**config.mk**
```make
export PLATFORM = sky130hd
export DESIGN_NAME = bm3_ctrl
export DESIGN_NICKNAME = d
export VERILOG_FILES = /design/src/rtl/bm3_pkg.sv /design/src/rtl/bm3_ctrl.sv
export SDC_FILE = /design/constraint.sdc
export NUM_CORES = 1
export LEC_CHECK = 0
export BUFFER_PORTS_ARGS = -buffer_cell sky130_fd_sc_hd__clkbuf_2
export CAP_MARGIN = 25
export CORE_UTILIZATION = 36
export CTS_CLUSTER_DIAMETER = 150
export DETAILED_ROUTE_END_ITERATION = 12
export PLACE_DENSITY = 0.52
export SETUP_SLACK_MARGIN = 0.02
export SLEW_MARGIN = 30
export SYNTH_ARGS = -nofsm -noshare
export SYNTH_HDL_FRONTEND = slang
export SYNTH_SLANG_ARGS = --single-unit
```
**constraint.sdc**
```tcl
create_clock -name clk -period 10.3 [get_ports clk]
set_input_delay 1.545 -clock clk [delete_from_list [all_inputs] [get_ports clk]]
set_output_delay 1.545 -clock clk [all_outputs]
set_load 0.02 [all_outputs]
```
**src/rtl/bm3_pkg.sv**
```systemverilog
// Package for the 3x3 box-mean filter: register and command codes, shared
// constants, and the structs passed between the pipeline stages.
// No dependencies.
package bm3_pkg;

  localparam int DEF_MAX_WIDTH  = 1024;
  localparam int DEF_PIXEL_BITS = 8;

  localparam int MAX_HEIGHT  = 1024;
  localparam int HEIGHT_BITS = 10;
  localparam int MIN_SIZE    = 3;

  localparam int CFG_INDEX_BITS = 2;
  localparam int CFG_DATA_BITS  = 11;
  localparam int SIZE_BITS      = 11;
  localparam int MEAN_BITS      = 8;
  localparam int PAD_BITS       = 8;

  localparam logic [SIZE_BITS-1:0] RST_FRAME_WIDTH  = 11'd1024;
  localparam logic [SIZE_BITS-1:0] RST_FRAME_HEIGHT = 11'd1024;
  localparam logic                 RST_PAD_MODE     = 1'b1;
  localparam logic [PAD_BITS-1:0]  RST_PAD_VALUE    = 8'd255;

  localparam int OUT_DEPTH      = 8;
  localparam int OUT_PTR_BITS   = 3;
  localparam int OUT_COUNT_BITS = 4;

  typedef enum logic [CFG_INDEX_BITS-1:0] {
    REG_FRAME_WIDTH  = 2'd0,
    REG_FRAME_HEIGHT = 2'd1,
    REG_PAD_MODE     = 2'd2,
    REG_PAD_VALUE    = 2'd3
  } cfg_reg_e;

  typedef enum logic {
    CMD_PIXEL = 1'b0,
    CMD_FLUSH = 1'b1
  } cmd_e;

  typedef enum logic {
    PAD_CONSTANT  = 1'b0,
    PAD_REPLICATE = 1'b1
  } pad_mode_e;

  typedef struct packed {
    logic valid;
    logic flush;
    logic emit_main;
    logic emit_right;
    logic top;
    logic left;
    logic right;
    logic first;
    logic capture;
    logic eof;
  } item_ctl_t;

  typedef struct packed {
    logic                 eof;
    logic                 last;
    logic [MEAN_BITS-1:0] mean;
  } result_t;

endpackage

```
**src/rtl/bm3_ctrl.sv**
```systemverilog
// Configuration registers, raster position counters and flush sequencing.
// Issues line store reads and hands the item to the window stage.
// Depends on bm3_pkg.
module bm3_ctrl #(
  parameter int MAX_WIDTH  = bm3_pkg::DEF_MAX_WIDTH,
  parameter int PIXEL_BITS = bm3_pkg::DEF_PIXEL_BITS,
  parameter int AW         = $clog2(MAX_WIDTH)
) (
  input  logic                                 clk,
  input  logic                                 rst,
  input  logic                                 in_valid,
  output logic                                 in_ready,
  input  bm3_pkg::cmd_e                        in_command,
  input  logic [PIXEL_BITS-1:0]                in_pixel,
  input  logic                                 room,
  input  logic                                 cfg_write,
  input  bm3_pkg::cfg_reg_e                    cfg_index,
  input  logic [bm3_pkg::CFG_DATA_BITS-1:0]    cfg_data,
  output logic                                 pad_mode,
  output logic [bm3_pkg::PAD_BITS-1:0]         pad_value,
  output logic                                 rd_en,
  output logic [AW-1:0]                        rd_addr,
  output bm3_pkg::item_ctl_t                   s1_ctl,
  output logic [AW-1:0]                        s1_addr,
  output logic [PIXEL_BITS-1:0]                s1_pix
);
  import bm3_pkg::*;

  logic [SIZE_BITS-1:0]   frame_width;
  logic [SIZE_BITS-1:0]   frame_height;
  logic [AW-1:0]          w_m1;
  logic [HEIGHT_BITS-1:0] h_m1;

  logic [AW-1:0]          col, col_next;
  logic [HEIGHT_BITS-1:0] row, row_next;
  logic [AW-1:0]          flush_col, flush_col_next;
  logic                   pending, pending_next;
  logic [AW-1:0]          cur_col;
  logic [HEIGHT_BITS-1:0] cur_row;
  item_ctl_t              ctl_next;
  logic                   accept;
  logic                   size_write;

  assign in_ready   = room;
  assign accept     = in_valid & room;
  assign size_write = cfg_write &
                      ((cfg_index == REG_FRAME_WIDTH) || (cfg_index == REG_FRAME_HEIGHT));

  always_comb begin
    if (int'(frame_width) < MIN_SIZE) begin
      w_m1 = AW'(MIN_SIZE - 1);
    end else if (int'(frame_width) > MAX_WIDTH) begin
      w_m1 = AW'(MAX_WIDTH - 1);
    end else begin
      w_m1 = AW'(frame_width - 11'd1);
    end
    if (int'(frame_height) < MIN_SIZE) begin
      h_m1 = HEIGHT_BITS'(MIN_SIZE - 1);
    end else if (int'(frame_height) > MAX_HEIGHT) begin
      h_m1 = HEIGHT_BITS'(MAX_HEIGHT - 1);
    end else begin
      h_m1 = HEIGHT_BITS'(frame_height - 11'd1);
    end
  end

  always_comb begin
    col_next       = col;
    row_next       = row;
    flush_col_next = flush_col;
    pending_next   = pending;
    ctl_next       = '0;
    rd_en          = 1'b0;
    rd_addr        = col;
    cur_col        = pending ? '0 : col;
    cur_row        = pending ? '0 : row;
    priority if (size_write) begin
      col_next       = '0;
      row_next       = '0;
      flush_col_next = '0;
      pending_next   = 1'b0;
    end else if (accept && (in_command == CMD_FLUSH)) begin
      if (pending) begin
        rd_en               = 1'b1;
        rd_addr             = (flush_col == w_m1) ? w_m1 : flush_col + AW'(1);
        ctl_next.valid      = 1'b1;
        ctl_next.flush      = 1'b1;
        ctl_next.emit_main  = 1'b1;
        ctl_next.left       = (flush_col == '0);
        ctl_next.first      = (flush_col == '0);
        ctl_next.right      = (flush_col == w_m1);
        ctl_next.eof        = (flush_col == w_m1);
        if (flush_col == w_m1) begin
          col_next       = '0;
          row_next       = '0;
          flush_col_next = '0;
          pending_next   = 1'b0;
        end else begin
          flush_col_next = flush_col + AW'(1);
        end
      end
    end else if (accept) begin
      rd_en               = 1'b1;
      rd_addr             = cur_col;
      ctl_next.valid      = 1'b1;
      ctl_next.emit_main  = (cur_row != '0) && (cur_col != '0);
      ctl_next.emit_right = (cur_row != '0) && (cur_col == w_m1);
      ctl_next.top        = (cur_row == HEIGHT_BITS'(1));
      ctl_next.left       = (cur_col == AW'(1));
      ctl_next.capture    = (cur_row == h_m1) && (cur_col == '0);
      pending_next        = 1'b0;
      if (cur_col == w_m1) begin
        col_next = '0;
        if (cur_row == h_m1) begin
          row_next       = '0;
          pending_next   = 1'b1;
          flush_col_next = '0;
        end else begin
          row_next = cur_row + HEIGHT_BITS'(1);
        end
      end else begin
        col_next = cur_col + AW'(1);
        row_next = cur_row;
      end
    end else begin
      ctl_next.valid = 1'b0;
    end
  end

  always_ff @(posedge clk) begin
    if (rst) begin
      frame_width  <= RST_FRAME_WIDTH;
      frame_height <= RST_FRAME_HEIGHT;
      pad_mode     <= RST_PAD_MODE;
      pad_value    <= RST_PAD_VALUE;
    end else if (cfg_write) begin
      unique case (cfg_index)
        REG_FRAME_WIDTH:  frame_width  <= cfg_data;
        REG_FRAME_HEIGHT: frame_height <= cfg_data;
        REG_PAD_MODE:     pad_mode     <= cfg_data[0];
        REG_PAD_VALUE:    pad_value    <= cfg_data[PAD_BITS-1:0];
      endcase
    end
  end

  always_ff @(posedge clk) begin
    if (rst) begin
      col       <= '0;
      row       <= '0;
      flush_col <= '0;
      pending   <= 1'b0;
      s1_ctl    <= '0;
    end else begin
      col       <= col_next;
      row       <= row_next;
      flush_col <= flush_col_next;
      pending   <= pending_next;
      s1_ctl    <= ctl_next;
    end
  end

  always_ff @(posedge clk) begin
    s1_addr <= rd_addr;
    s1_pix  <= in_pixel;
  end

endmodule

```
### Word-level counts from Yosys, hierarchy flattened

Index checks and enable logic that the tools add are counted.
Widths: inputs -> output; s select.

* word-level logic and storage cells: 108
* register bits: 89
* output and inout port bits: 49
* input port bits: 27

* add/sub/neg operators: 5
* multiplexer cells: 42
* reductions and logical operators: 23
* bitwise operators: 5
* equality and inequality tests: 10
* $lt $le $gt $ge: 4

Operator list (number)
* $mux 10: 26
* $add 10x1->10 const B: 3
* $eq 10x10->1: 3
* $gt 11x11->1 const B: 2
* $lt 11x2->1 const B: 2
* $eq 10x1->1 const B: 2
* $logic_not 10->1: 2
* $reduce_bool 10->1: 2
* $sub 10x1->10 const B: 2
* $mux 1: 13
* $reduce_and 2->1: 4
* $reduce_or 4->1: 2
* $mux 3: 2
* $reduce_bool 2->1: 3
* $eq 2x2->1 const B: 2
* $logic_and 1x1->1: 4
* $mux 4: 1
* $reduce_and 4->1: 1
* $not 1->1: 3
* $reduce_and 3->1: 1
* $reduce_or 3->1: 1
* $and 1x1->1: 2
* $eq 2x1->1 const B: 1
* $logic_not 2->1: 1
* 4 further kinds: 4

### Logic depth before layout (Yosys ltp)

* depth after elaboration: 8
* gate-level depth with buffers: 14
* mapped depth without buffers: 11

### Worst setup path before layout

OpenSTA, ideal clock, no wires.

* path type: reg-to-output
* start point: register frame_width[0]
* end point: output rd_addr[1]
* cell stages (with the launch flop): 14
* required time: 8.755 ns
* slack: 5.503 ns
* arrival: 3.252 ns
* buffers on the path: 2
* cell sequence: dfxtp_1 -> clkbuf_1 -> inv_1 -> ha_1 -> or3b_2 -> or4_4 -> nand3_1 -> xor2_1 -> nand4_2 -> a2111o_1 -> buf_4 -> a31oi_1 -> a21o_1 -> a22o_1

* cells in the longest elaborated chain, start to end: 8
* elaborated cells between the ends (all ways): 10
* classes of those cells: add/sub: 1; order compare: 2; eq/ne: 1; mux: 6

Ends and longest elaborated chain
* start, declared: line bm3_ctrl.sv:29 `logic [SIZE_BITS-1:0] frame_width;`
* start signal, assigned: line bm3_ctrl.sv:137 `REG_FRAME_WIDTH: frame_width <= cfg_data;`
* $sub 10x1->10 or $gt 11x11->1 (tied branches): line bm3_ctrl.sv:55, bm3_ctrl.sv:52
* $mux 10: line bm3_ctrl.sv:52 `end else if (int'(frame_width) > MAX_WIDTH) begin`
* $mux 10 *: line bm3_ctrl.sv:50 `if (int'(frame_width) < MIN_SIZE) begin`
* $eq 10x10->1: line bm3_ctrl.sv:84 `rd_addr = (flush_col == w_m1) ? w_m1 : flush_col + AW'(1);`
* $mux 10 *: line bm3_ctrl.sv:84
* $mux 10 *: line bm3_ctrl.sv:82 `if (pending) begin`
* $mux 10 *: line bm3_ctrl.sv:81 `end else if (accept && (in_command == CMD_FLUSH)) begin`
* $mux 10 *: line bm3_ctrl.sv:76 `priority if (size_write) begin`
* end, declared: line bm3_ctrl.sv:22 `output logic [AW-1:0] rd_addr,`

Every way passes the cells marked *; elsewhere a longest branch is shown, timed or not.

### Final worst setup path

* start point: register frame_width[0]
* end point: output rd_addr[8]

The elaborated chain is that of the path after synthesis.

==> results.cfg <==
[run_status]
outcome = complete, no violations

[global_routing]
grt_remaining_overflow = 0
grt_max_degree = 35
number_of_global_route_vias_before_repair = 5014
antenna_found_initial = 0
grt_pass1_wl_um = 27100
gr-usage-all-layers_pct = 21.5

[worst_setup_path]
cp_data_required_time_ns = 8.76
rrSetupSlack_ns = 6.29
critical_path_at_ns = 4.16
end_kind = primary output
timing.rr.end = row[2]$_SDFFE_PP0P_
reg2reg_from = frame_height[5]$_SDFFE_PP0P_
worstSetupPathType = register to primary output
worstRegToRegCells = 9
crit_path_max_fanout = 12
start_kind = register

[floorplanning]
fp-row-count = 44
die_height_um = 126
design.die.area_um2 = 15800
core_um2 = 14800
initial_core_util_pct = 37.4
io_pins = 76
dieWidth_um = 126

[cts]
post_cts.resized_instances = 0
clk-insertion-delay-late_ns = 0.35
clockBufferDepth = 2
clock_sink_count = 89
cts_post_setup_buffers_inserted = 0
cts_tree = built
clk_transition_reported_paths_ns = 0.07
cts.hold.buffers_added = 0
clk_root_buffer_cell = sky130_fd_sc_hd__clkbuf_16
cts_made_buffers = 9
ctsHtreeMaxLevel = 3

[drt]
drt_drc = 0
vias = 5447
drt_iter0_markers = 474
routed_wl_um = 16800
final_antenna_net_count = 0
wl_per_cell_um = 18.1
dr.pass1.iters = 5
post_drt_via_cell_ratio = 5.87

[sta]
measured_slew_at_the_worst_slew_check_pin_ns = 0.793
fmaxAchievable_mhz = 175
setup_tns_ns = 0
report.final.hold_viol_count = 0
grt_setup_unrepaired = false
final_max_slew_viol_count = 0
finalHoldWorstSlack_ns = 0.486
min_period_over_period_pct = 55.4
timing.slew.headroom_pct = 46.6
finalClockSkew_ns = 0.00921
post-route-min-period_ns = 5.70
setup_viol = 0
layout_setup_ws_ns = 4.60

[power_and_ir_drop]
sequentialPowerShare_pct = 42.4
internal_cell_power_w = 0.000629
power_frac_comb_pct = 12.2
power.switching_w = 0.000219
worst_ir_drop_vdd_uv = 78.1
clockPowerShare_pct = 45.4
swShare_pct = 25.8
lkg_pwr_nw = 2.56
pwr_density_cell_nw_per_um2 = 135

[job]
max-cap-violations = 0

[layout]
nets = 776
layout-drive-gt1-share_pct = 16.9
most_common_library_cell_in_the_layout_ignoring_fill_and_taps = sky130_fd_sc_hd__nand2_1
diodes = 0
areaGrowthSynthToFinish_pct = 13.6
total_area_of_multi_input_combinational_cells_um2 = 3430
fillerInstances = 1503
area_taken_by_flip_flops_and_latches_um2 = 1780
layout_common_cells = sky130_fd_sc_hd__nand2_1, sky130_fd_sc_hd__dfxtp_1, sky130_fd_sc_hd__clkbuf_2

[yosys]
synth_enable_flop_cells = 0
postSynth.topFlopCell = sky130_fd_sc_hd__dfxtp_1
synth.net_count = 731
ys_seq_area_share_pct = 32.3
ys_types = 88
ys_seq_elements = 89
yosys_warnings = 0
synth.avg_cell_area_um2 = 7.94
syn-cell-area_um2 = 5510
postSynth.asyncResetShare_pct = 0
synthesis.instances = 694

[worst_hold_path]
path_type_of_the_worst_min_delay_path = register to register
worst_hold_path.num_cells = 2
holdPathEnd = pad_value[6]$_SDFFE_PP1P_
hold_start = pad_value[6]$_SDFFE_PP1P_

[placement]
gpl.final_weighted_congestion = 0.883
detail_placement_hpwl_um = 12500
post-place-ws_ns = 5.01
number_of_buffer_cells_added_on_primary_ports = 75
[worst max-delay path: stages, from the launching register on]
cell and delay (ns):
sky130_fd_sc_hd__dfxtp_1 0.43, sky130_fd_sc_hd__inv_1 0.14, sky130_fd_sc_hd__ha_1 0.25, sky130_fd_sc_hd__or3b_2 0.53, sky130_fd_sc_hd__o31ai_4 0.52, sky130_fd_sc_hd__a31oi_1 0.24
sky130_fd_sc_hd__xnor2_1 0.22, sky130_fd_sc_hd__nand4_2 0.17, sky130_fd_sc_hd__a2111o_1 0.62, sky130_fd_sc_hd__mux2i_1 0.31, sky130_fd_sc_hd__a22o_1 0.20, sky130_fd_sc_hd__clkbuf_2 0.18
[sequential cells by signal, indices dropped and copies added (netlist names)]
register,cells
row,10
s1_ctl,9
pending,1
pad_value,8
pad_mode,1
s1_pix,8
frame_width,11
col,10
flush_col,10
s1_addr,10
frame_height,11
[metal layers]
metal	global-route usage, %	share of wire, %
met4	7.80	2.1
met3	3.36	5.8
met2	33.6	45
met5	0	0
met1	30.0	48
[power groups by stage]
stage | Clock [W] | Combinational, W | Sequential (W)
global route | 0.000406 | 0.000114 | 0.000361
global placement | 0 | 0.000102 | 0.000367
CTS | 0.000392 | 0.000103 | 0.000359
finish | 0.000385 | 0.000104 | 0.000359
detailed placement | 0 | 0.000102 | 0.000367
floorplan | 0 | 0.0000753 | 0.000367
[logic make-up after synthesis]
group                    share of synthesized area [%]
AND/OR/NAND/NOR                                   31.8
AO/OA/AOI/OAI                                     23.0
flip-flops                                        32.3
buffers and inverters                             5.52
XOR/XNOR                                          2.70
multiplexers                                      2.27
adder cells (fa/ha/maj)                           2.45
[stage by stage]
step	instances	area [um^2]	util, %	total power, W
6_report	928	6260	42.5	0.000848
5_1_grt	928	6260	42.5	0.000880
4_1_cts	928	6260	42.5	0.000854
3_5_place_dp	912	5920	40.1	0.000470
3_3_place_gp	912	5910	40.1	0.000469
2_1_floorplan	694	5510	-	0.000442
[how the worst max path moves through the flow]
| stage | slack, ns | startpoint | end | cells after the start |
|---|---|---|---|---|
| finish | 4.60 | frame_width[0]$_SDFFE_PP0P_ | rd_addr[8] | 11 |
| global route | 4.28 | frame_width[0]$_SDFFE_PP0P_ | rd_addr[6] | 12 |
| CTS | 4.63 | frame_width[0]$_SDFFE_PP0P_ | rd_addr[1] | 12 |
| detailed placement | 5.01 | frame_width[0]$_SDFFE_PP0P_ | rd_addr[1] | 12 |
| global placement | 4.82 | frame_width[0]$_SDFFE_PP0P_ | rd_addr[6] | 12 |
| floorplan | 5.50 | frame_width[0]$_SDFFE_PP0P_ | rd_addr[1] | 13 |
[cell type report]
cell class | count | share of cell area [%]
multi-input cells | 540 | 54.8
flip-flops and latches | 89 | 28.4
repair buffers | 78 | 6.35
well taps | 184 | 3.68
clock buffers | 10 | 3.66
clock inverters | 6 | 1.84
inverters | 21 | 1.26
[synthesized netlist by cell type (11+ instances only)]
cell                       number  share of area, %
sky130_fd_sc_hd__and3_1        13               1.5
sky130_fd_sc_hd__nand4_1       12               1.4
sky130_fd_sc_hd__nand2_1      116               7.9
sky130_fd_sc_hd__nor2b_1       17               1.9
sky130_fd_sc_hd__nor2_1        44               3.0
sky130_fd_sc_hd__nand3b_1      11               1.5
sky130_fd_sc_hd__o21ai_0       12               1.1
sky130_fd_sc_hd__a21oi_1       47               4.3
sky130_fd_sc_hd__nand3_1       23               2.1
sky130_fd_sc_hd__clkbuf_1      25               1.7
sky130_fd_sc_hd__a31oi_1       16               1.8
sky130_fd_sc_hd__inv_1         21               1.4
sky130_fd_sc_hd__nor3_1        18               1.6
sky130_fd_sc_hd__dfxtp_1       89                32
Note: power is estimated with default switching activity, not from simulation.
