==> config.mk <==
export PLATFORM = sky130hd
export DESIGN_NAME = bm3_window
export DESIGN_NICKNAME = d
export VERILOG_FILES = /design/src/rtl/bm3_pkg.sv /design/src/rtl/bm3_window.sv
export SDC_FILE = /design/constraint.sdc
export NUM_CORES = 1
export LEC_CHECK = 0
export BUFFER_PORTS_ARGS = -buffer_cell sky130_fd_sc_hd__clkbuf_2
export CORE_ASPECT_RATIO = 0.6
export CORE_MARGIN = 4
export CORE_UTILIZATION = 44
export CTS_BUF_LIST = sky130_fd_sc_hd__clkbuf_2
export DETAILED_ROUTE_END_ITERATION = 8
export PLACE_DENSITY_LB_ADDON = 0.25
export SYNTH_ARGS = -nofsm -noshare
export SYNTH_HDL_FRONTEND = slang
export SYNTH_SLANG_ARGS = --single-unit
==> constraint.sdc <==
create_clock -name clk -period 8.2 [get_ports clk]
set_input_delay 0 -clock clk [delete_from_list [all_inputs] [get_ports clk]]
set_output_delay 0 -clock clk [all_outputs]
set_load 0.005 [all_outputs]
==> src/rtl/bm3_pkg.sv <==
// Package for the 3x3 box-mean filter: register and command codes, shared
// constants, and the structs passed between the pipeline stages.
// No dependencies.
package bm3_pkg;

  localparam int DEF_MAX_WIDTH  = 1024;
  localparam int DEF_PIXEL_BITS = 8;

  localparam int MAX_HEIGHT  = 1024;
  localparam int HEIGHT_BITS = 10;
  localparam int MIN_SIZE    = 3;

  localparam int CFG_INDEX_BITS = 2;
  localparam int CFG_DATA_BITS  = 11;
  localparam int SIZE_BITS      = 11;
  localparam int MEAN_BITS      = 8;
  localparam int PAD_BITS       = 8;

  localparam logic [SIZE_BITS-1:0] RST_FRAME_WIDTH  = 11'd1024;
  localparam logic [SIZE_BITS-1:0] RST_FRAME_HEIGHT = 11'd1024;
  localparam logic                 RST_PAD_MODE     = 1'b1;
  localparam logic [PAD_BITS-1:0]  RST_PAD_VALUE    = 8'd255;

  localparam int OUT_DEPTH      = 8;
  localparam int OUT_PTR_BITS   = 3;
  localparam int OUT_COUNT_BITS = 4;

  typedef enum logic [CFG_INDEX_BITS-1:0] {
    REG_FRAME_WIDTH  = 2'd0,
    REG_FRAME_HEIGHT = 2'd1,
    REG_PAD_MODE     = 2'd2,
    REG_PAD_VALUE    = 2'd3
  } cfg_reg_e;

  typedef enum logic {
    CMD_PIXEL = 1'b0,
    CMD_FLUSH = 1'b1
  } cmd_e;

  typedef enum logic {
    PAD_CONSTANT  = 1'b0,
    PAD_REPLICATE = 1'b1
  } pad_mode_e;

  typedef struct packed {
    logic valid;
    logic flush;
    logic emit_main;
    logic emit_right;
    logic top;
    logic left;
    logic right;
    logic first;
    logic capture;
    logic eof;
  } item_ctl_t;

  typedef struct packed {
    logic                 eof;
    logic                 last;
    logic [MEAN_BITS-1:0] mean;
  } result_t;

endpackage

==> src/rtl/bm3_window.sv <==
// 3x3 window, border padding, nine-term sums and the divide by nine.
// Takes the line store read data and produces up to two results per item.
// Depends on bm3_pkg.
module bm3_window #(
  parameter int PIXEL_BITS = bm3_pkg::DEF_PIXEL_BITS
) (
  input  logic                          clk,
  input  logic                          rst,
  input  bm3_pkg::item_ctl_t            s1_ctl,
  input  logic [PIXEL_BITS-1:0]         s1_pix,
  input  logic [PIXEL_BITS-1:0]         rd_upper,
  input  logic [PIXEL_BITS-1:0]         rd_lower,
  input  logic                          pad_mode,
  input  logic [bm3_pkg::PAD_BITS-1:0]  pad_value,
  output logic                          res0_valid,
  output bm3_pkg::result_t              res0,
  output logic                          res1_valid,
  output bm3_pkg::result_t              res1,
  output logic [2:0]                    inflight
);
  import bm3_pkg::*;

  localparam int PB    = PIXEL_BITS;
  localparam int SW    = PB + 4;
  localparam int SHIFT = PB + 7;
  localparam int KW    = PB + 4;
  localparam int PW    = SW + KW;
  localparam logic [KW-1:0] RECIP = KW'(((2 ** SHIFT) + 8) / 9);

  typedef logic [2:0][2:0][PB-1:0] grid_t;

  grid_t           win, win_next, right_grid;
  logic [1:0][PB-1:0] cap;
  logic [PB-1:0]   pad_pix;
  logic [SW-1:0]   main_sum, right_sum;
  logic [SW-1:0]   s2_main_sum, s2_right_sum;
  logic            s2_main_v, s2_right_v, s2_main_last, s2_eof;
  logic [PW-1:0]   main_prod, right_prod;

  function automatic logic [SW-1:0] grid_sum(
    input grid_t         g,
    input logic          pt,
    input logic          pb,
    input logic          pl,
    input logic          pr,
    input logic          mode,
    input logic [PB-1:0] padv
  );
    logic [SW-1:0] acc;
    int            si;
    int            sj;
    logic          pad;
    acc = '0;
    for (int j = 0; j < 3; j++) begin
      for (int i = 0; i < 3; i++) begin
        si = i;
        sj = j;
        if (pt && i == 0) si = 1;
        if (pb && i == 2) si = 1;
        if (pl && j == 0) sj = 1;
        if (pr && j == 2) sj = 1;
        pad = (si != i) || (sj != j);
        if (pad && (mode == PAD_CONSTANT)) begin
          acc = acc + SW'(padv);
        end else begin
          acc = acc + SW'(g[sj][si]);
        end
      end
    end
    return acc;
  endfunction

  assign pad_pix = PB'(pad_value);

  always_comb begin
    win_next = win;
    if (s1_ctl.valid) begin
      win_next[0] = win[1];
      win_next[1] = win[2];
      if (s1_ctl.flush && s1_ctl.first) begin
        win_next[1][0] = cap[0];
        win_next[1][1] = cap[1];
        win_next[1][2] = '0;
      end
      win_next[2][0] = rd_upper;
      win_next[2][1] = rd_lower;
      win_next[2][2] = s1_ctl.flush ? '0 : s1_pix;
    end
    right_grid    = '0;
    right_grid[0] = win_next[1];
    right_grid[1] = win_next[2];
    main_sum  = grid_sum(win_next, s1_ctl.top, s1_ctl.flush, s1_ctl.left, s1_ctl.right,
                         pad_mode, pad_pix);
    right_sum = grid_sum(right_grid, s1_ctl.top, 1'b0, 1'b0, 1'b1, pad_mode, pad_pix);
  end

  always_ff @(posedge clk) begin
    win          <= win_next;
    s2_main_sum  <= main_sum;
    s2_right_sum <= right_sum;
    s2_main_last <= ~s1_ctl.emit_right;
    s2_eof       <= s1_ctl.eof;
    if (s1_ctl.valid && s1_ctl.capture) begin
      cap[0] <= rd_lower;
      cap[1] <= s1_pix;
    end
  end

  always_ff @(posedge clk) begin
    if (rst) begin
      s2_main_v  <= 1'b0;
      s2_right_v <= 1'b0;
    end else begin
      s2_main_v  <= s1_ctl.valid & s1_ctl.emit_main;
      s2_right_v <= s1_ctl.valid & s1_ctl.emit_right;
    end
  end

  assign main_prod  = PW'(s2_main_sum) * PW'(RECIP);
  assign right_prod = PW'(s2_right_sum) * PW'(RECIP);

  assign res0_valid = s2_main_v;
  assign res0.eof   = s2_eof;
  assign res0.last  = s2_main_last;
  assign res0.mean  = MEAN_BITS'(main_prod[SHIFT +: PB]);
  assign res1_valid = s2_right_v;
  assign res1.eof   = 1'b0;
  assign res1.last  = 1'b1;
  assign res1.mean  = MEAN_BITS'(right_prod[SHIFT +: PB]);

  assign inflight = 3'(s1_ctl.valid & s1_ctl.emit_main) +
                    3'(s1_ctl.valid & s1_ctl.emit_right) +
                    3'(s2_main_v) + 3'(s2_right_v);

endmodule

# [Word level (Yosys, flattened, before mapping)]
# Index checks and enable logic that the tools add are counted.
[classes] n_addsub=30 n_lt_le_gt_ge=4 eq_ne=2 muxes=47 n_reduce_logical=16 bitwise=6 multipliers=2
[op_table] operator="$add A12 B8 Y12" count=27
[op_table] operator="$mux W8" count=17
[op_table] operator="$mux W12" count=11
[op_table] operator="$lt A32 B4 Y1 const B" count=4
[op_table] operator="$mux W24" count=5
[op_table] operator="$bmux W8 S2" count=7
[op_table] operator="$bmux W24 S2" count=2
[op_table] operator="$mux W72" count=1
[op_table] operator="$ne A32 B3 Y1 const B" count=2
[op_table] operator="$reduce_bool A32 Y1" count=2
[op_table] operator="$mul A12 B12 Y23 const B" count=2
[op_table] operator="$logic_and A1 B1 Y1" count=10
[op_table] operator="$add A3 B1 Y3" count=2
[op_table] operator="$and A1 B1 Y1" count=4
[op_table] operator="$logic_or A1 B1 Y1" count=4
[op_table] operator="$mux W2" count=2
[op_table] operator="$add A3 B3 Y3" count=1
[op_table] operator="$mux W1" count=2
[op_table] operator="$not A1 Y1" count=2
[totals] out_inout_bits=25 register_bits=116 input_bits=45

# [Longest topological paths before layout]
[logic_depth] word_depth=25 mapped_depth=50

# [Worst setup path before layout]
# OpenSTA, ideal clock, no wires.
[synth_path] path_kind="input port to flip-flop" start="input s1_ctl[8] (netlist name)" end="register s2_main_sum[11]" setup_time_ns=0.117 cell_stages=49 required_time_ns=8.083 t_arrival_ns=8.244 path_slack_ns=-0.161 cell_sequence="clkbuf_1 nand2_1 buf_1 mux2i_1 a21o_1 nand2_1 o21ai_0 a21o_1 a21oi_1 ha_1 fa_1 ha_1 a21o_1 a21oi_1 nor2b_1 o21a_1 nor2_1 xnor2_1 [13 not listed] o21ai_0 inv_1 o31a_1 a21oi_1 ha_1 nand2_1 o21ai_0 nor2_1 xnor2_1 ha_1 o21a_1 o21a_1 o21bai_1 nor4bb_1 mux2i_1 o211ai_2 or2_0 a32o_1"
[synth_between] elab_chain_cells=25 word_cells_on_any_way=58 cone_classes="add/sub: 15; eq/ne: 1; mux: 36; reduce/logical: 6"
[synth_rtl] item="start, declared" line="bm3_window.sv:9" text="input bm3_pkg::item_ctl_t s1_ctl,"
[synth_rtl] item="$logic_and A1 B1 Y1" line="bm3_window.sv:80" text="if (s1_ctl.flush && s1_ctl.first) begin"
[synth_rtl] item="$mux W24" line="bm3_window.sv:80"
[synth_rtl] item="$mux W72" line="bm3_window.sv:77" text="if (s1_ctl.valid) begin"
[synth_rtl] item="$bmux W24 S2" line="bm3_window.sv:66" text="acc = acc + SW'(g[sj][si]);"
[synth_rtl] item="$mux W24 (not written as such) (2 in series)" line="bm3_window.sv:66"
[synth_rtl] item="$bmux W8 S2" line="bm3_window.sv:66"
[synth_rtl] item="$mux W8 (not written as such) (2 in series)" line="bm3_window.sv:66"
[synth_rtl] item="$mux W8" line="bm3_window.sv:63" text="if (pad && (mode == PAD_CONSTANT)) begin"
[synth_rtl] item="[8 not listed]"
[synth_rtl] item="$mux W12" line="bm3_window.sv:63"
[synth_rtl] item="$add A12 B8 Y12 (on tied branches)" line="bm3_window.sv:66, bm3_window.sv:64"
[synth_rtl] item="$mux W12" line="bm3_window.sv:63"
[synth_rtl] item="$add A12 B8 Y12 (on tied branches)" line="bm3_window.sv:66, bm3_window.sv:64"
[synth_rtl] item="$mux W12" line="bm3_window.sv:63"
[synth_rtl] item="$add A12 B8 Y12 (on tied branches)" line="bm3_window.sv:66, bm3_window.sv:64"
[synth_rtl] item="$mux W12 *" line="bm3_window.sv:63"
[synth_rtl] item="via main_sum[11]" line="bm3_window.sv:35" text="logic [SW-1:0] main_sum, right_sum;"
[synth_rtl] item="end signal, assigned" line="bm3_window.sv:99" text="s2_main_sum <= main_sum;"
[synth_rtl] item="end, declared" line="bm3_window.sv:36" text="logic [SW-1:0] s2_main_sum, s2_right_sum;"
# Mark *: on every way through the listed nets, which the timed path passes. The rest lies on a longest branch. The select of a mux whose other input is x is not followed.
# A chain may end at the register's enable or synchronous reset.

# [Worst setup path in the final report]
[layout_path] start="register cap[8] (netlist name)" end="register s2_main_sum[11]"
[layout_between] elab_chain_cells=24 word_cells_on_any_way=49 cone_classes="add/sub: 15; mux: 34"
[layout_rtl] item="start, declared" line="bm3_window.sv:33" text="logic [1:0][PB-1:0] cap;"
[layout_rtl] item="$mux W24 *" line="bm3_window.sv:80"
[layout_rtl] item="$mux W72 *" line="bm3_window.sv:77"
[layout_rtl] item="$bmux W24 S2" line="bm3_window.sv:66"
[layout_rtl] item="$mux W24 (not written as such) (2 in series)" line="bm3_window.sv:66"
[layout_rtl] item="$bmux W8 S2" line="bm3_window.sv:66"
[layout_rtl] item="$mux W8 (not written as such) (2 in series)" line="bm3_window.sv:66"
[layout_rtl] item="$mux W8" line="bm3_window.sv:63"
[layout_rtl] item="$add A12 B8 Y12 (on tied branches)" line="bm3_window.sv:66, bm3_window.sv:64"
[layout_rtl] item="[7 not listed]"
[layout_rtl] item="$mux W12" line="bm3_window.sv:63"
[layout_rtl] item="$add A12 B8 Y12 (on tied branches)" line="bm3_window.sv:66, bm3_window.sv:64"
[layout_rtl] item="$mux W12" line="bm3_window.sv:63"
[layout_rtl] item="$add A12 B8 Y12 (on tied branches)" line="bm3_window.sv:66, bm3_window.sv:64"
[layout_rtl] item="$mux W12" line="bm3_window.sv:63"
[layout_rtl] item="$add A12 B8 Y12 (on tied branches)" line="bm3_window.sv:66, bm3_window.sv:64"
[layout_rtl] item="$mux W12 *" line="bm3_window.sv:63"
[layout_rtl] item="via main_sum[11]" line="bm3_window.sv:35"
# Marks and branches as above.

==> out/qor.txt <==
die height = 151 µm
Layout Nets = 2280
syn_area_per_cell = 8.58 µm²
leading area contributor after synthesis = ha_1
syn nets = 2123
Unique masters post-synth = 81
Relative slew margins = 0.321
floorplan core area = 33000 µm²
multiplexer share of the synthesized area = 0.0530
register area share after synthesis = 0.166
die area = 37100 µm²
first-pass GRT wire length = 69.2 mm
max-slew violations = 0
dpl hpwl = 36.3 mm
proportion of layout cells with a drive suffix above 1 = 0.142
Compound-Gate Fraction of Synth Area = 0.190
Post-synth EDFFs = 16
Clock Latency Late Sink = 760 ps
DR vias/cell = 5.43
clk slew on worst S/H paths = 210 ps
CTS Buf Count = 17
CTS root buf = clkbuf_2
H-tree depth = 4
drt initial violations = 1002
initial core utilization = 0.454
# setup viols final = 1
# placed instances = 2253
Synth warnings = 0
1st-pass router iterations = 8
critical path's slowest cell = fa_1
Layout Cells excl Fill = 2365
Mapped Area = 15000 µm²
filler cell count = 3075
Req. time, crit path = 8890 ps
post-placement cell area = 16000 µm²
Data arrival, critical path = 8950 ps
clock sink count = 116
Remaining Overflow, GRT = 0
# rows = 51
Port Buffers = 67
RSZ-0062 raised after global routing = yes
fraction of registers with async set/reset = 0
DRC = 0
crit-path max FO = 4
status = finished with violations
Main synth FF type = dfxtp_1
Routability Congestion = 0.956
post-layout minimum cycle time = 8260 ps
worst setup margin = -62.2 ps
largest net degree at the start of global routing = 41
HP Class = in -> reg
design area = 17200 µm²
ranking of synthesized cells by area = ha_1 (20%), dfxtp_1 (13%), fa_1 (12%)
Yosys top cell area share = 0.204
Post-Synth Adder-Cell Area = 0.325
TNS Setup = -62.2 ps
Max Cap Viol = 0
final wirelength = 44.2 mm
area grow syn2layout = 14.7%
Seq cells post-synth = 116
I/O pin total = 70
Antenna Violating Nets Remaining = 0
fraction of the cycle the final worst path needs = 1.01
most frequent CP cell = ha_1
largest family of logic cells by synthesized area = adder cells
Mapped Cells = 1744
Crit path largest cell delay = 510 ps
die width = 246 µm
Setup crit start kind = flop
vias in the first global route = 12145
Crit. End Element = flop
simple-gate portion of the synthesized area = 0.116
CTS tree = built
violated checks = negative setup slack
skew final = 37.7 ps
routed via count = 12848
Slew @ Worst Pin = 1020 ps
antenna violations before repair = 2
WS Path Type = reg -> reg
XOR/XNOR share of the synthesized area = 0.0722
Final Hold Viols = 0
Max Buffers Root-to-Sink = 2
GRT Util Overall = 0.242
sequential cell area = 2480 µm²
mean routed wirelength per cell = 18.7 µm
fmax = 0.121 GHz
Multi-input gate area = 11500 µm²
-- worst max-delay path, delay by kind of cell, from the launching register on --
| family | cells | cell delay (ps) |
|---|---|---|
| xor+xnor | 2 | 220 |
| flops | 1 | 410 |
| simple gates | 8 | 900 |
| buf+inv | 1 | 60 |
| fa+ha+maj | 9 | 2950 |
| mux | 2 | 320 |
| compound gates | 23 | 3330 |
-- final timing paths --
check / start / to / slack [ps] / cells past startpoint
max: cap[8] / s2_main_sum[11] / -60 / 45
max reg2reg: cap[8] / s2_main_sum[11] / -60 / 45
min: s1_pix[3] / win[67] / 120 / 4
min reg2reg: win[18] / win[18] / 500 / 1
-- what timing repair did --
item                                   in CTS  in global routing
gates resized for setup                    13                 39
endpoints found under the hold margin      88                  0
cloned                                      0                  0
setup endpoints to repair                   2                  5
buffers inserted                            1                 13
hold buffers                               65                  0
pin swaps                                   3                 37
-- per-layer routing --
metal,global-route usage,vias up,wire length [µm]
met2,0.305,453,15900
li1,-,6299,-
met3,0.0640,31,4100
met4,0.0377,2,435
met5,0,-,13
met1,0.402,6063,23800
-- metrics by stage --
| step | hold WS (ps) | worst slack, ps | utilization |
|---|---|---|---|
| after floorplan | 27.7 | 38.5 | - |
| after global placement | 105 | 38.3 | 0.485 |
| after detailed placement | 106 | -220 | 0.485 |
| after CTS | 5.17 | 3.10 | 0.514 |
| after global routing | 27.0 | -501 | 0.520 |
| final | 121 | -62.2 | 0.520 |
-- cell usage after synthesis, types with 3 or more instances --
cell type	count
dfxtp_1	100
o2bb2ai_1	7
and2_1	5
xnor2_1	86
a31o_2	3
fa_1	90
nand4_1	4
o211ai_1	3
nor2b_1	45
and3_1	8
o221ai_1	3
ha_1	244
o31a_1	4
o21ai_1	4
a21boi_0	5
o21bai_1	21
nor3_1	17
inv_1	217
mux2_2	34
xor2_1	25
a221o_1	4
a211oi_1	12
a31oi_1	13
buf_1	9
clkbuf_1	40
o21ai_0	61
buf_4	20
o22ai_1	14
edfxtp_1	16
or3_1	7
a21o_1	51
nor2_1	166
nand3_1	21
mux2i_1	41
o21a_1	27
nand2b_1	10
o22a_1	12
or2_2	6
a21oi_1	164
nand2_1	69
a221oi_1	4
-- area by class of cell --
type	count	share of cell area
multi-input cells	1342	0.670
flip-flops and latches	116	0.145
repair buffers	207	0.0911
inverters	217	0.0474
well taps	450	0.0328
clock inverters	11	0.00787
clock buffers	21	0.00612
diodes	1	0.000146
-- placed cells by master, fill, tap and decap left out, types with 12 or more instances in the layout --
master	instances
nor2_1	161
o22a_1	12
o22ai_1	14
a21oi_1	153
nand3_1	21
a31oi_1	13
a21o_1	51
nand2_1	68
a21oi_2	13
dlygate4sd3_1	65
o21a_1	27
dfxtp_1	100
xnor2_1	84
ha_1	241
inv_1	217
clkbuf_2	87
o21bai_1	19
buf_4	75
edfxtp_1	16
nor3_1	17
nor2b_1	45
xor2_1	25
mux2_2	34
o21ai_0	49
mux2i_1	41
fa_1	90
-- cell families after synthesis --
| logic type | after synthesis |
|---|---|
| AOI/OAI and AO/OA | 442 |
| and+or+nand+nor | 372 |
| adders and majority gates | 335 |
| buffers and inverters | 286 |
| xor gates and xnor gates | 116 |
| DFF | 116 |
| muxes | 75 |
| other | 2 |
-- flip-flops by register name, summed over array words and instances, names as in the netlist --
name	count
cap	16
s2_right_sum	12
win	72
res1_valid	1
s2_main_last	1
s2_main_sum	12
s2_eof	1
res0_valid	1
Power is left out: the tool's default activity adds up to more than one toggle a clock period on the data nets, which glitch-free logic cannot reach.
