File: config.mk
export PLATFORM = sky130hd
export DESIGN_NAME = bm3_outq
export DESIGN_NICKNAME = d
export VERILOG_FILES = /design/src/rtl/bm3_pkg.sv /design/src/rtl/bm3_outq.sv
export SDC_FILE = /design/constraint.sdc
export NUM_CORES = 1
export LEC_CHECK = 0
export BUFFER_PORTS_ARGS = -buffer_cell sky130_fd_sc_hd__buf_2
export CAP_MARGIN = 10
export CORE_MARGIN = 1.5
export CORE_UTILIZATION = 51
export DETAILED_ROUTE_END_ITERATION = 10
export GPL_TIMING_DRIVEN = 0
export PLACE_DENSITY = 0.7
export SLEW_MARGIN = 20
export SYNTH_ARGS = -nofsm -noshare
export SYNTH_HDL_FRONTEND = slang
export SYNTH_SLANG_ARGS = --single-unit
File: constraint.sdc
create_clock -name clk -period 4.1 [get_ports clk]
set_input_delay 0.41 -clock clk [delete_from_list [all_inputs] [get_ports clk]]
set_output_delay 0.41 -clock clk [all_outputs]
set_load 0.01 [all_outputs]
File: src/rtl/bm3_pkg.sv
// Package for the 3x3 box-mean filter: register and command codes, shared
// constants, and the structs passed between the pipeline stages.
// No dependencies.
package bm3_pkg;

  localparam int DEF_MAX_WIDTH  = 1024;
  localparam int DEF_PIXEL_BITS = 8;

  localparam int MAX_HEIGHT  = 1024;
  localparam int HEIGHT_BITS = 10;
  localparam int MIN_SIZE    = 3;

  localparam int CFG_INDEX_BITS = 2;
  localparam int CFG_DATA_BITS  = 11;
  localparam int SIZE_BITS      = 11;
  localparam int MEAN_BITS      = 8;
  localparam int PAD_BITS       = 8;

  localparam logic [SIZE_BITS-1:0] RST_FRAME_WIDTH  = 11'd1024;
  localparam logic [SIZE_BITS-1:0] RST_FRAME_HEIGHT = 11'd1024;
  localparam logic                 RST_PAD_MODE     = 1'b1;
  localparam logic [PAD_BITS-1:0]  RST_PAD_VALUE    = 8'd255;

  localparam int OUT_DEPTH      = 8;
  localparam int OUT_PTR_BITS   = 3;
  localparam int OUT_COUNT_BITS = 4;

  typedef enum logic [CFG_INDEX_BITS-1:0] {
    REG_FRAME_WIDTH  = 2'd0,
    REG_FRAME_HEIGHT = 2'd1,
    REG_PAD_MODE     = 2'd2,
    REG_PAD_VALUE    = 2'd3
  } cfg_reg_e;

  typedef enum logic {
    CMD_PIXEL = 1'b0,
    CMD_FLUSH = 1'b1
  } cmd_e;

  typedef enum logic {
    PAD_CONSTANT  = 1'b0,
    PAD_REPLICATE = 1'b1
  } pad_mode_e;

  typedef struct packed {
    logic valid;
    logic flush;
    logic emit_main;
    logic emit_right;
    logic top;
    logic left;
    logic right;
    logic first;
    logic capture;
    logic eof;
  } item_ctl_t;

  typedef struct packed {
    logic                 eof;
    logic                 last;
    logic [MEAN_BITS-1:0] mean;
  } result_t;

endpackage

File: src/rtl/bm3_outq.sv
// Result queue that takes up to two results a cycle and drains one on out_ready.
// Grants input credit from its fill level plus results still in the pipeline.
// Depends on bm3_pkg.
module bm3_outq (
  input  logic             clk,
  input  logic             rst,
  input  logic             in0_valid,
  input  bm3_pkg::result_t in0,
  input  logic             in1_valid,
  input  bm3_pkg::result_t in1,
  input  logic [2:0]       inflight,
  output logic             room,
  output logic             out_valid,
  input  logic             out_ready,
  output bm3_pkg::result_t out_data
);
  import bm3_pkg::*;

  result_t                   entries [OUT_DEPTH];
  logic [OUT_PTR_BITS-1:0]   wr_ptr, rd_ptr;
  logic [OUT_COUNT_BITS-1:0] count;
  logic                      pop;

  assign out_valid = (count != '0);
  assign out_data  = entries[rd_ptr];
  assign pop       = out_valid & out_ready;
  assign room      = (int'(count) + int'(inflight) + 2) <= OUT_DEPTH;

  always_ff @(posedge clk) begin
    if (in0_valid) begin
      entries[wr_ptr] <= in0;
    end
    if (in1_valid) begin
      entries[wr_ptr + OUT_PTR_BITS'(in0_valid)] <= in1;
    end
  end

  always_ff @(posedge clk) begin
    if (rst) begin
      wr_ptr <= '0;
      rd_ptr <= '0;
      count  <= '0;
    end else begin
      wr_ptr <= wr_ptr + OUT_PTR_BITS'(in0_valid) + OUT_PTR_BITS'(in1_valid);
      rd_ptr <= rd_ptr + OUT_PTR_BITS'(pop);
      count  <= count + OUT_COUNT_BITS'(in0_valid) + OUT_COUNT_BITS'(in1_valid)
                - OUT_COUNT_BITS'(pop);
    end
  end

endmodule

* Yosys cells after proc, flatten, opt, wreduce, memory -nomap -nowiden *
Memories as Yosys holds them, arrays and structs flattened. A register that Yosys moved wholly into a read port is not among the register bits.
Index checks and enable logic that the tools add are counted.

word-level totals
  register bits after elaboration = 10
  RAM bits = 80
  output and inout port bits = 12
  memories = 1

cells by class
  $add $sub $neg = 8
  magnitude comparators = 1
  mux-type cells = 5
  bitwise operators = 1
  reduce and logical (&&, ||, !) cells = 1

memory list
  name     depth  bits a word  read ports  clocked after Yosys merged registers in  wr ports  line            source
  entries  8      10           1           1                                        2         bm3_outq.sv:19  result_t entries [OUT_DEPTH];

operators by type and width
  kind                                                                   number
  3-bit by 1-bit adder with 3-bit output                                 3
  4-bit by 1-bit adder with 4-bit output                                 2
  5-bit by 2-bit adder with 6-bit output, second input constant          1
  6-bit by 4-bit <= comparator with 1-bit output, second input constant  1
  4-bit by 3-bit adder with 5-bit output                                 1
  1-bit 2-to-1 mux                                                       4
  4-bit nonzero test                                                     1
  4-bit by 1-bit subtractor with 4-bit output                            1
  3-bit 2-to-1 mux                                                       1
  1-bit AND                                                              1

* Longest topological paths before layout *
Gate-level depths: netlist of run 1.

  depth after elaboration = 4
  mapped depth = 10

* Worst setup path before layout of run 1 *
Ideal clock, no wire load.

  kind = input to output
  start = input inflight[1]
  end = output room
  arrival time = 2069 ps
  setup slack = 1621 ps
  stages on the path = 7
  path buffers = 0
  cell sequence = inv_1 > ha_1 > inv_1 > ha_1 > fa_1 > or3_1 > a221oi_1

between the ends
  cells in the longest elaborated chain, start to end = 3

RTL lines
  what                                            line            source
  from (decl)                                     bm3_outq.sv:11  input logic [2:0] inflight,
  4-bit by 3-bit adder with 5-bit output          bm3_outq.sv:27  assign room = (int'(count) + int'(inflight) + 2) <= OUT_DEPTH;
  5-bit by 2-bit adder with 6-bit output          bm3_outq.sv:27
  6-bit by 4-bit <= comparator with 1-bit output  bm3_outq.sv:27
  to (decl)                                       bm3_outq.sv:12  output logic room,

No other way between the ends.

* Worst setup path in the final report of run 1 *
  start = register count[1]
  end = output room

between the ends
  cells in the longest elaborated chain, start to end = 3

RTL lines
  what                                            line            source
  from (decl)                                     bm3_outq.sv:21  logic [OUT_COUNT_BITS-1:0] count;
  from (signal assigned)                          bm3_outq.sv:46  count <= count + OUT_COUNT_BITS'(in0_valid) + OUT_COUNT_BITS'(in1_valid)
  4-bit by 3-bit adder with 5-bit output          bm3_outq.sv:27
  5-bit by 2-bit adder with 6-bit output          bm3_outq.sv:27
  6-bit by 4-bit <= comparator with 1-bit output  bm3_outq.sv:27

No other way between the ends.

==> impl_metrics.ini, run 1 <==
[clock_network]
holdBufCountCts = 0
insertion_delay_ns = 0.35
cts-htree-levels = 3
cts-root-buf = clkbuf_8
cts.sinks = 90
post_cts_resized = 0
clkTransAtPathRegs_ns = 0.09
cts_buffers = 9
cts_tree = done
post_cts_buffers = 0
cts_buffer_depth = 2

[logic_synthesis]
ys_warn_count = 0
ys_types = 34
ys_dominant_reg_cell = edfxtp_1
synthAdderAreaFrac = 0.0549
synth-simple-area-share = 0.0372
synth-compound-area-share = 0.0190
synth_mux_area_frac = 0.309
async_flop_share = 0
synth_area_per_cell_um2 = 16.3
synthCells = 291
synth-seq-area-share = 0.549
synth_seq_cells = 90
synth_top_family_by_area = multiplexers
synth_xor_area_frac = 0.0142
synth_nets = 338
synth_edf_count = 80
syn-cell-area_um2 = 4740

[place]
place.port_buffers = 39
gp_congestion = 0.758
detailed_place_hpwl_um = 6210
dp.cells = 441

[hold_path]
hold_class = in2reg
hp-start = in1[6]
hold_depth = 2
hold_path_end = entries[4][6]

[worst_setup_path]
r2r-end = entries[1][7]
path_class = reg2out
r2r_start = wr_ptr[0]
cp-start-kind = flip-flop
reg2reg_depth = 6
path_max_fanout = 3
ff2ff_setup_slack_ns = 1.35
end_kind = output port
crit_arrival_ns = 2.58
cp.required_ns = 3.69

[cells_and_area]
num-nets-final = 388
seqCellArea_um2 = 2600
multi_input_area_um2 = 2120
stdcell_count = 456
syn_to_final_growth_pct = 12.7
num_antenna_cells = 0
final_core_util = 0.587
fillerInstances = 751
final_cell_mix = 90 x mux2_2, 80 x edfxtp_1, 46 x buf_2
final_common_cell = mux2_2
drive_above_1_share = 0.536

[sta]
drv_slew = 0
max_freq_mhz = 334
setup_viol = 0
timing.setup.tns_ns = 0
worst_slew_pin_slew_ns = 0.880
finalCritPeriodShare = 0.729
hold_viol_final = 0
relSlewSlack = 0.413
finalClockSkew_ns = 0.0108
min_period_ns = 2.99
grt_setup_unrepaired = false

[global_route]
grt_pass1_vias = 2783
grt_pass1_wl_um = 15600
grt_use_total = 0.223
grt_antenna_before_repair = 0
grt_max_degree = 15
globalRouteOverflowTotal = 0

[power]
clock_power_share = 0.239
switchingPower_mw = 0.801
power_mw = 2.71
p_leak_nw = 1.86
p_int_mw = 1.91
pwr-share-comb = 0.322
power_density_nw_per_um2 = 506
p_seq_frac = 0.439
switching_share = 0.296
peakVddDrop_v = 0.000289

[floorplan]
die_height_um = 99.5
start_util = 0.521
io_pins = 40
core_area_um2 = 9110
dieArea_um2 = 9890
rows = 35
fp.dieW_um = 99.5

[detailed_routing]
met3_length_um = 487
drt-pass1-iter-count = 4
drc = 0
routedWlPerCell_um = 22.4
wirelength_um = 10200
wl_met2_um = 4970
drtIter0Drc = 143
drtAntennaViolNets = 0
viasPerCell = 5.93
drt-met1-wl_um = 4510
highest_layer = met4
num_vias = 2706

[outcome]
status = completed

[job]
drv_cap = 0
layer usage:
layer,track usage,up-vias
li1,-,1240
met1,0.308,1364
met2,0.359,81
met3,0.0316,21
met4,0.0932,0
met5,0,-
final cells by class:
class / count / area share
Tap cell: 111 / 0.0260
Clock buffer: 10 / 0.0239
Multi-Input combinational cell: 181 / 0.396
Timing Repair Buffer: 39 / 0.0365
Sequential cell: 90 / 0.487
Clock inverter: 5 / 0.0150
Buffer: 11 / 0.00936
Inverter: 9 / 0.00632
logic make-up (layout without fill, tap and decap cells):
| family | count (synthesis) | in the layout |
|---|---|---|
| DFF | 90 | 90 |
| xor gates and xnor gates | 6 | 6 |
| muxes | 110 | 110 |
| buffers and inverters | 20 | 74 |
| AOI/OAI and AO/OA | 13 | 13 |
| and+or+nand+nor | 33 | 33 |
| adders and majority gates | 19 | 19 |
metrics by stage:
| step | worst slack (ns) | hold slack [ns] | cell area (um^2) |
|---|---|---|---|
| 6_report | 1.11 | 0.454 | 5350 |
| 4_1_cts | 1.08 | 0.444 | 5350 |
| 3_5_place_dp | 1.29 | 0.579 | 5140 |
| 2_1_floorplan | 1.62 | 0.557 | 4740 |
| 5_1_grt | 0.997 | 0.462 | 5350 |
| 3_3_place_gp | 1.08 | 0.567 | 5080 |
sequential cells by signal, summed over array words and instances (netlist names):
name / count
count: 4
entries: 80
wr_ptr: 3
rd_ptr: 3
cells in the mapped netlist, drive strengths merged (3+ instances only):
master,count,area share
buf,10,0.0098
dfxtp,10,0.042
edfxtp,80,0.51
fa,3,0.013
ha,16,0.042
inv,9,0.0071
mux2,90,0.21
mux4,20,0.095
nand2,6,0.0047
nand2b,4,0.0053
nor2,9,0.0092
nor2b,6,0.0079
o22ai,3,0.0040
xnor2,4,0.0090
critical path, stage by stage, from the launching register on:
cell	delay, ns
dfxtp_1	0.37
inv_1	0.11
ha_1	0.29
inv_1	0.04
ha_1	0.21
fa_1	0.43
or3_1	0.36
a221oi_1	0.23
buf_2	0.17
worst max path at each step:
stage	start	end	slack [ns]	depth (start not counted)
finish	count[1]	room	1.11	8
global route	count[1]	room	1.0	8
CTS	count[1]	room	1.08	8
detailed placement	in0_valid	entries[1][6]	1.29	7
global placement	in0_valid	entries[4][6]	1.08	7
floorplan	inflight[1]	room	1.62	7
power groups by stage:
stage	logic (mW)	clock network, mW	registers, mW
final	0.872	0.646	1.19
after global routing	0.958	0.684	1.20
after CTS	0.887	0.656	1.19
after detailed placement	0.882	0	1.21
after global placement	0.839	0	1.21
after floorplan	0.608	0	1.20
Power figures use the tool's default switching activity.
==> run 2, diff against run 1 <==
--- a/config.mk
+++ b/config.mk
@@ -5,13 +5,14 @@
 export SDC_FILE = /design/constraint.sdc
 export NUM_CORES = 1
 export LEC_CHECK = 0
+export ABC_AREA = 1
 export BUFFER_PORTS_ARGS = -buffer_cell sky130_fd_sc_hd__buf_2
 export CAP_MARGIN = 10
 export CORE_MARGIN = 1.5
 export CORE_UTILIZATION = 51
 export DETAILED_ROUTE_END_ITERATION = 10
 export GPL_TIMING_DRIVEN = 0
-export PLACE_DENSITY = 0.7
+export PLACE_DENSITY = 0.72
 export SLEW_MARGIN = 20
 export SYNTH_ARGS = -nofsm -noshare
 export SYNTH_HDL_FRONTEND = slang
==> constraint.sdc (replaced) <==
create_clock -name clk -period 2.5 [get_ports clk]
set_input_delay 0.25 -clock clk [delete_from_list [all_inputs] [get_ports clk]]
set_output_delay 0.25 -clock clk [all_outputs]
set_load 0.01 [all_outputs]
==> impl_metrics.ini, run 2 <==
[clock_network]
cts_tree = done
cts-root-buf = clkbuf_8
cts_buffer_depth = 2
clkTransAtPathRegs_ns = 0.10
cts_buffers = 9
cts-htree-levels = 3
cts.sinks = 90
holdBufCountCts = 0
insertion_delay_ns = 0.39

[power]
clock_power_share = 0.191
p_seq_frac = 0.377
p_int_mw = 3.09
switching_share = 0.411
power_density_nw_per_um2 = 844
pwr-share-comb = 0.432
switchingPower_mw = 2.15
peakVddDrop_v = 0.000474
p_leak_nw = 3.11

[floorplan]
start_util = 0.526
fp.dieW_um = 109
core_area_um2 = 10900
io_pins = 40
die_height_um = 109
dieArea_um2 = 11900
rows = 38

[worst_setup_path]
reg2reg_depth = 7
startpoint = count[1]
slowest_stage = fa_2
cp_slowest_stage_delay_ns = 0.44
crit_arrival_ns = 2.12
path_class = reg2out
cp.required_ns = 2.25
r2r_start = wr_ptr[0]
path_max_fanout = 3
cp_num_buf_inv = 4
cp-start-kind = flip-flop
crit_top_cell = inv_1
path_cells = inv_2 -> ha_1 -> inv_1 -> ha_2 -> fa_2 -> o21ai_2 -> nand2_1 -> inv_1 -> buf_2
cp.depth = 9
end_kind = output port
path_delay_family = adder cells

[hold_path]
hold_class = in2reg
hp-start = rst
hold_depth = 2

[outcome]
status = completed

[cells_and_area]
num-nets-final = 831
final_common_cell = nand2_1
largest_register_ffs = 80
final_cell_mix = 308 x nand2_1, 101 x inv_1, 80 x nand4_1, 80 x edfxtp_1, 53 x buf_2
fillerInstances = 994
drive_above_1_share = 0.138
largest-register = entries
stdcell_count = 929
reg_top3 = entries (80), count (4)
num_antenna_cells = 0
syn_to_final_growth_pct = 8.48

[global_route]
grt_pass1_wl_um = 25300
grt_antenna_before_repair = 0
globalRouteOverflowTotal = 0
grt_max_degree = 16
grt_use_total = 0.290
grt_pass1_vias = 4907

[logic_synthesis]
syn-cell-area_um2 = 5720
yosysTopAreaCell = edfxtp_1
async_flop_share = 0
synth_edf_count = 80
netlist_top_cells_count = 308 x nand2_1, 102 x inv_1, 80 x edfxtp_1, 80 x nand4_1, 46 x nand3_1
ys_warn_count = 0
synthTopCellsByArea = edfxtp_1 42%, nand2_1 20%, nand4_1 8.7%
synth-seq-area-share = 0.455
ys_dominant_reg_cell = edfxtp_1
synthCells = 754
synth_seq_cells = 90
synth_area_per_cell_um2 = 7.59
yosys.area.top_type_share = 0.420
synth_nets = 801
synth_most_common_cell = nand2_1
ys_types = 27

[sta]
setup_viol = 0
max_freq_mhz = 421
min_period_ns = 2.37
fin_ws_ns = 0.127
relSlewSlack = 0.365
finalCritPeriodShare = 0.949
drv_slew = 0
hold_viol_final = 0
finalClockSkew_ns = 0.0144
worst_slew_pin_slew_ns = 0.946

[detailed_routing]
wirelength_um = 15800
drt-pass1-iter-count = 7
highest_layer = met4
wl_met2_um = 6750
viasPerCell = 5.63
num_vias = 5234
routedWlPerCell_um = 17.0
drt-met1-wl_um = 6630
drtAntennaViolNets = 0
drc = 0
met3_length_um = 1900
drtIter0Drc = 700

[job]
drv_cap = 0

[place]
pre_cts_ws_ns = 0.103
detailed_place_hpwl_um = 11600
gp_congestion = 0.905
dp.cells = 912
place.port_buffers = 18
==> run 2: metrics by stage <==
stage / cell area [um^2] / hold WS (ns) / total power [mW] / util / setup TNS (ns)
finish: 6210 / 0.236 / 5.24 / 0.570 / 0
global route: 6210 / 0.261 / 5.60 / 0.570 / -0.00749
CTS: 6190 / 0.228 / 5.19 / 0.569 / 0
detailed placement: 5990 / 0.599 / 4.19 / 0.550 / 0
global placement: 5990 / 0.566 / 4.11 / 0.550 / 0
floorplan: 5720 / 0.479 / 3.55 / - / 0
==> run 2: final timing paths <==
| check | to | slack, ns |
|---|---|---|
| min | rd_ptr[2] | 0.24 |
| max | room | 0.13 |
| max reg2reg | entries[0][7] | 0.16 |
| min reg2reg | rd_ptr[0] | 0.62 |
==> run 2: area by class of cell <==
type	count	area (um^2)	area share
tap	140	175	0.0282
multi-input combinational	489	2370	0.382
clock inverter	4	32.5	0.00524
clock buffer	12	166	0.0268
inverter	107	402	0.0647
timing repair buffer	19	97.6	0.0157
buffer	68	357	0.0574
sequential	90	2600	0.419
==> run 2: timing repair <==
action | 4_1_cts | 5_1_grt
gates cloned | 0 | 0
setup endpoints to repair | 1 | 8
gates resized for setup | 2 | 5
setup buffers | 1 | 0
pin swaps | 0 | 0
==> run 2: cells by family (layout without fill, tap and decap cells) <==
family                   Yosys count  in the layout  share of synthesized area
AND/OR/NAND/NOR                  454            454                      0.351
adder cells (fa/ha/maj)           19             19                     0.0455
AO/OA/AOI/OAI                     13             13                     0.0118
XOR/XNOR                           3              3                    0.00459
flip-flops                        90             90                      0.455
buffers and inverters            175            210                      0.133
==> run 2: power by group through the flow <==
stage | clock, mW | sequential, mW | combinational, mW
after floorplan | 0 | 1.98 | 1.57
after global placement | 0 | 2.00 | 2.11
after detailed placement | 0 | 2.01 | 2.19
after CTS | 1.00 | 1.97 | 2.21
after global routing | 1.06 | 1.99 | 2.54
final | 1.00 | 1.97 | 2.26
==> run 2: layer usage <==
metal	GRT usage	vias up
met1	0.413	2372
met3	0.0502	48
met5	0	-
li1	-	2480
met4	0.129	0
met2	0.433	334
==> run 3, diff against run 2 <==
--- a/config.mk
+++ b/config.mk
@@ -12,7 +12,7 @@
 export CORE_UTILIZATION = 51
 export DETAILED_ROUTE_END_ITERATION = 10
 export GPL_TIMING_DRIVEN = 0
-export PLACE_DENSITY = 0.72
+export PLACE_DENSITY = 0.69
 export SLEW_MARGIN = 20
 export SYNTH_ARGS = -nofsm -noshare
 export SYNTH_HDL_FRONTEND = slang
==> constraint.sdc (replaced) <==
create_clock -name clk -period 2.4 [get_ports clk]
set_input_delay 0.24 -clock clk [delete_from_list [all_inputs] [get_ports clk]]
set_output_delay 0.24 -clock clk [all_outputs]
set_load 0.01 [all_outputs]
==> impl_metrics.ini, run 3 (synthesis gave the netlist of run 2 again) <==
[outcome]
status = completed

[floorplan]
die_height_um = 109
fp.dieW_um = 109
start_util = 0.526
io_pins = 40
rows = 38
core_area_um2 = 10900
dieArea_um2 = 11900

[power]
clock_power_share = 0.201
pwr-share-comb = 0.428
switching_share = 0.400
p_seq_frac = 0.371
power_mw = 5.53
peakVddDrop_v = 0.000656
switchingPower_mw = 2.21
p_leak_nw = 3.12
p_int_mw = 3.32
power_density_nw_per_um2 = 888

[cells_and_area]
num_antenna_cells = 0
seqCellArea_um2 = 2600
final_common_cell = nand2_1
drive_above_1_share = 0.141
syn_to_final_growth_pct = 8.94
multi_input_area_um2 = 2400
reg_top3 = entries (80), count (4)
num-nets-final = 830
largest-register = entries
largest_register_ffs = 80
stdcell_count = 928
design_area_um2 = 6230
final_cell_mix = 308 x nand2_1, 101 x inv_1, 80 x nand4_1, 80 x edfxtp_1, 53 x buf_2
fillerInstances = 998

[sta]
hold_viol_final = 0
max_freq_mhz = 439
hold_slack_ns = 0.247
finalCritPeriodShare = 0.949
worst_slew_pin_slew_ns = 0.896
relSlewSlack = 0.398
min_period_ns = 2.28
finalClockSkew_ns = 0.00617
setup_viol = 0
drv_slew = 0
timing.setup.tns_ns = 0
grt_setup_unrepaired = false

[worst_setup_path]
reg2reg_depth = 7
cp.required_ns = 2.16
r2r_start = wr_ptr[0]
path_class = reg2out
crit_arrival_ns = 2.04
end_kind = output port
path_max_fanout = 3
startpoint = count[1]
cp-start-kind = flip-flop

[hold_path]
hp-start = in1_valid
hold_class = in2reg
hold_depth = 4

[clock_network]
clkTransAtPathRegs_ns = 0.09
cts_buffer_depth = 2
post_cts_buffers = 0
cts_tree = done
insertion_delay_ns = 0.37
cts_buffers = 9
holdBufCountCts = 0
cts-root-buf = clkbuf_8
cts-htree-levels = 3
cts.sinks = 90

[global_route]
grt_pass1_wl_um = 24900
grt_max_degree = 15
globalRouteOverflowTotal = 0
grt_use_total = 0.289
grt_antenna_before_repair = 0
grt_pass1_vias = 4664

[detailed_routing]
drt-pass1-iter-count = 6
drtIter0Drc = 628
routedWlPerCell_um = 17.2
num_vias = 5128
drc = 0
wirelength_um = 16000
drtAntennaViolNets = 0
viasPerCell = 5.53

[job]
drv_cap = 0

[place]
place.port_buffers = 18
dpl_cell_area_um2 = 5990
gp_congestion = 0.954
dp.cells = 912
detailed_place_hpwl_um = 11500
-- run 3: final cells by class --
| cell class | instances | area share |
|---|---|---|
| Tap cell | 140 | 0.0281 |
| Clock inverter | 7 | 0.0134 |
| Timing Repair Buffer | 18 | 0.0145 |
| Inverter | 107 | 0.0644 |
| Multi-Input combinational cell | 489 | 0.385 |
| Clock buffer | 9 | 0.0199 |
| Buffer | 68 | 0.0572 |
| Sequential cell | 90 | 0.418 |
-- run 3: path summary, 6_finish.rpt --
kind                                      end  slack (ns)
worst max-delay path                     room        0.12
worst min-delay path                wr_ptr[0]        0.25
worst max register to register  entries[4][2]        0.14
worst min register to register      rd_ptr[0]        0.60
-- run 3: through the flow --
stage | setup slack (ns) | utilization
floorplan | 0.342 | -
global placement | -0.0347 | 0.550
detailed placement | -0.0202 | 0.550
CTS | 0.0298 | 0.569
global route | 0.00887 | 0.573
finish | 0.121 | 0.573
-- run 3: timing repair --
action / in CTS / in global routing
resized for setup: 3 / 9
endpoints found under the setup margin: 1 / 32
endpoints found under the hold margin: 0 / 0
pin swaps: 1 / 1
-- run 3: per-layer routing --
metal,track usage,routed length [um],vias up,share of wire
met1,0.412,7040,2314,0.44
li1,-,-,2481,-
met3,0.0490,1530,36,0.096
met5,0,0,-,0
met2,0.442,6900,297,0.43
met4,0.107,504,0,0.032
-- run 3: power by group through the flow --
stage / Clock (mW) / Combinational, mW / Sequential [mW]
global placement: 0 / 2.21 / 2.09
detailed placement: 0 / 2.28 / 2.09
floorplan: 0 / 1.63 / 2.06
global route: 1.18 / 2.69 / 2.07
CTS: 1.10 / 2.30 / 2.05
finish: 1.11 / 2.37 / 2.05
-- run 3: worst max-delay path, stage by stage, from the launching register on --
cell and delay, ns:
dfxtp_2 0.35, inv_2 0.06, ha_1 0.26, inv_1 0.05, ha_4 0.16, fa_2 0.52, o21ai_2 0.05, nand2_1 0.05
inv_1 0.03, buf_2 0.12
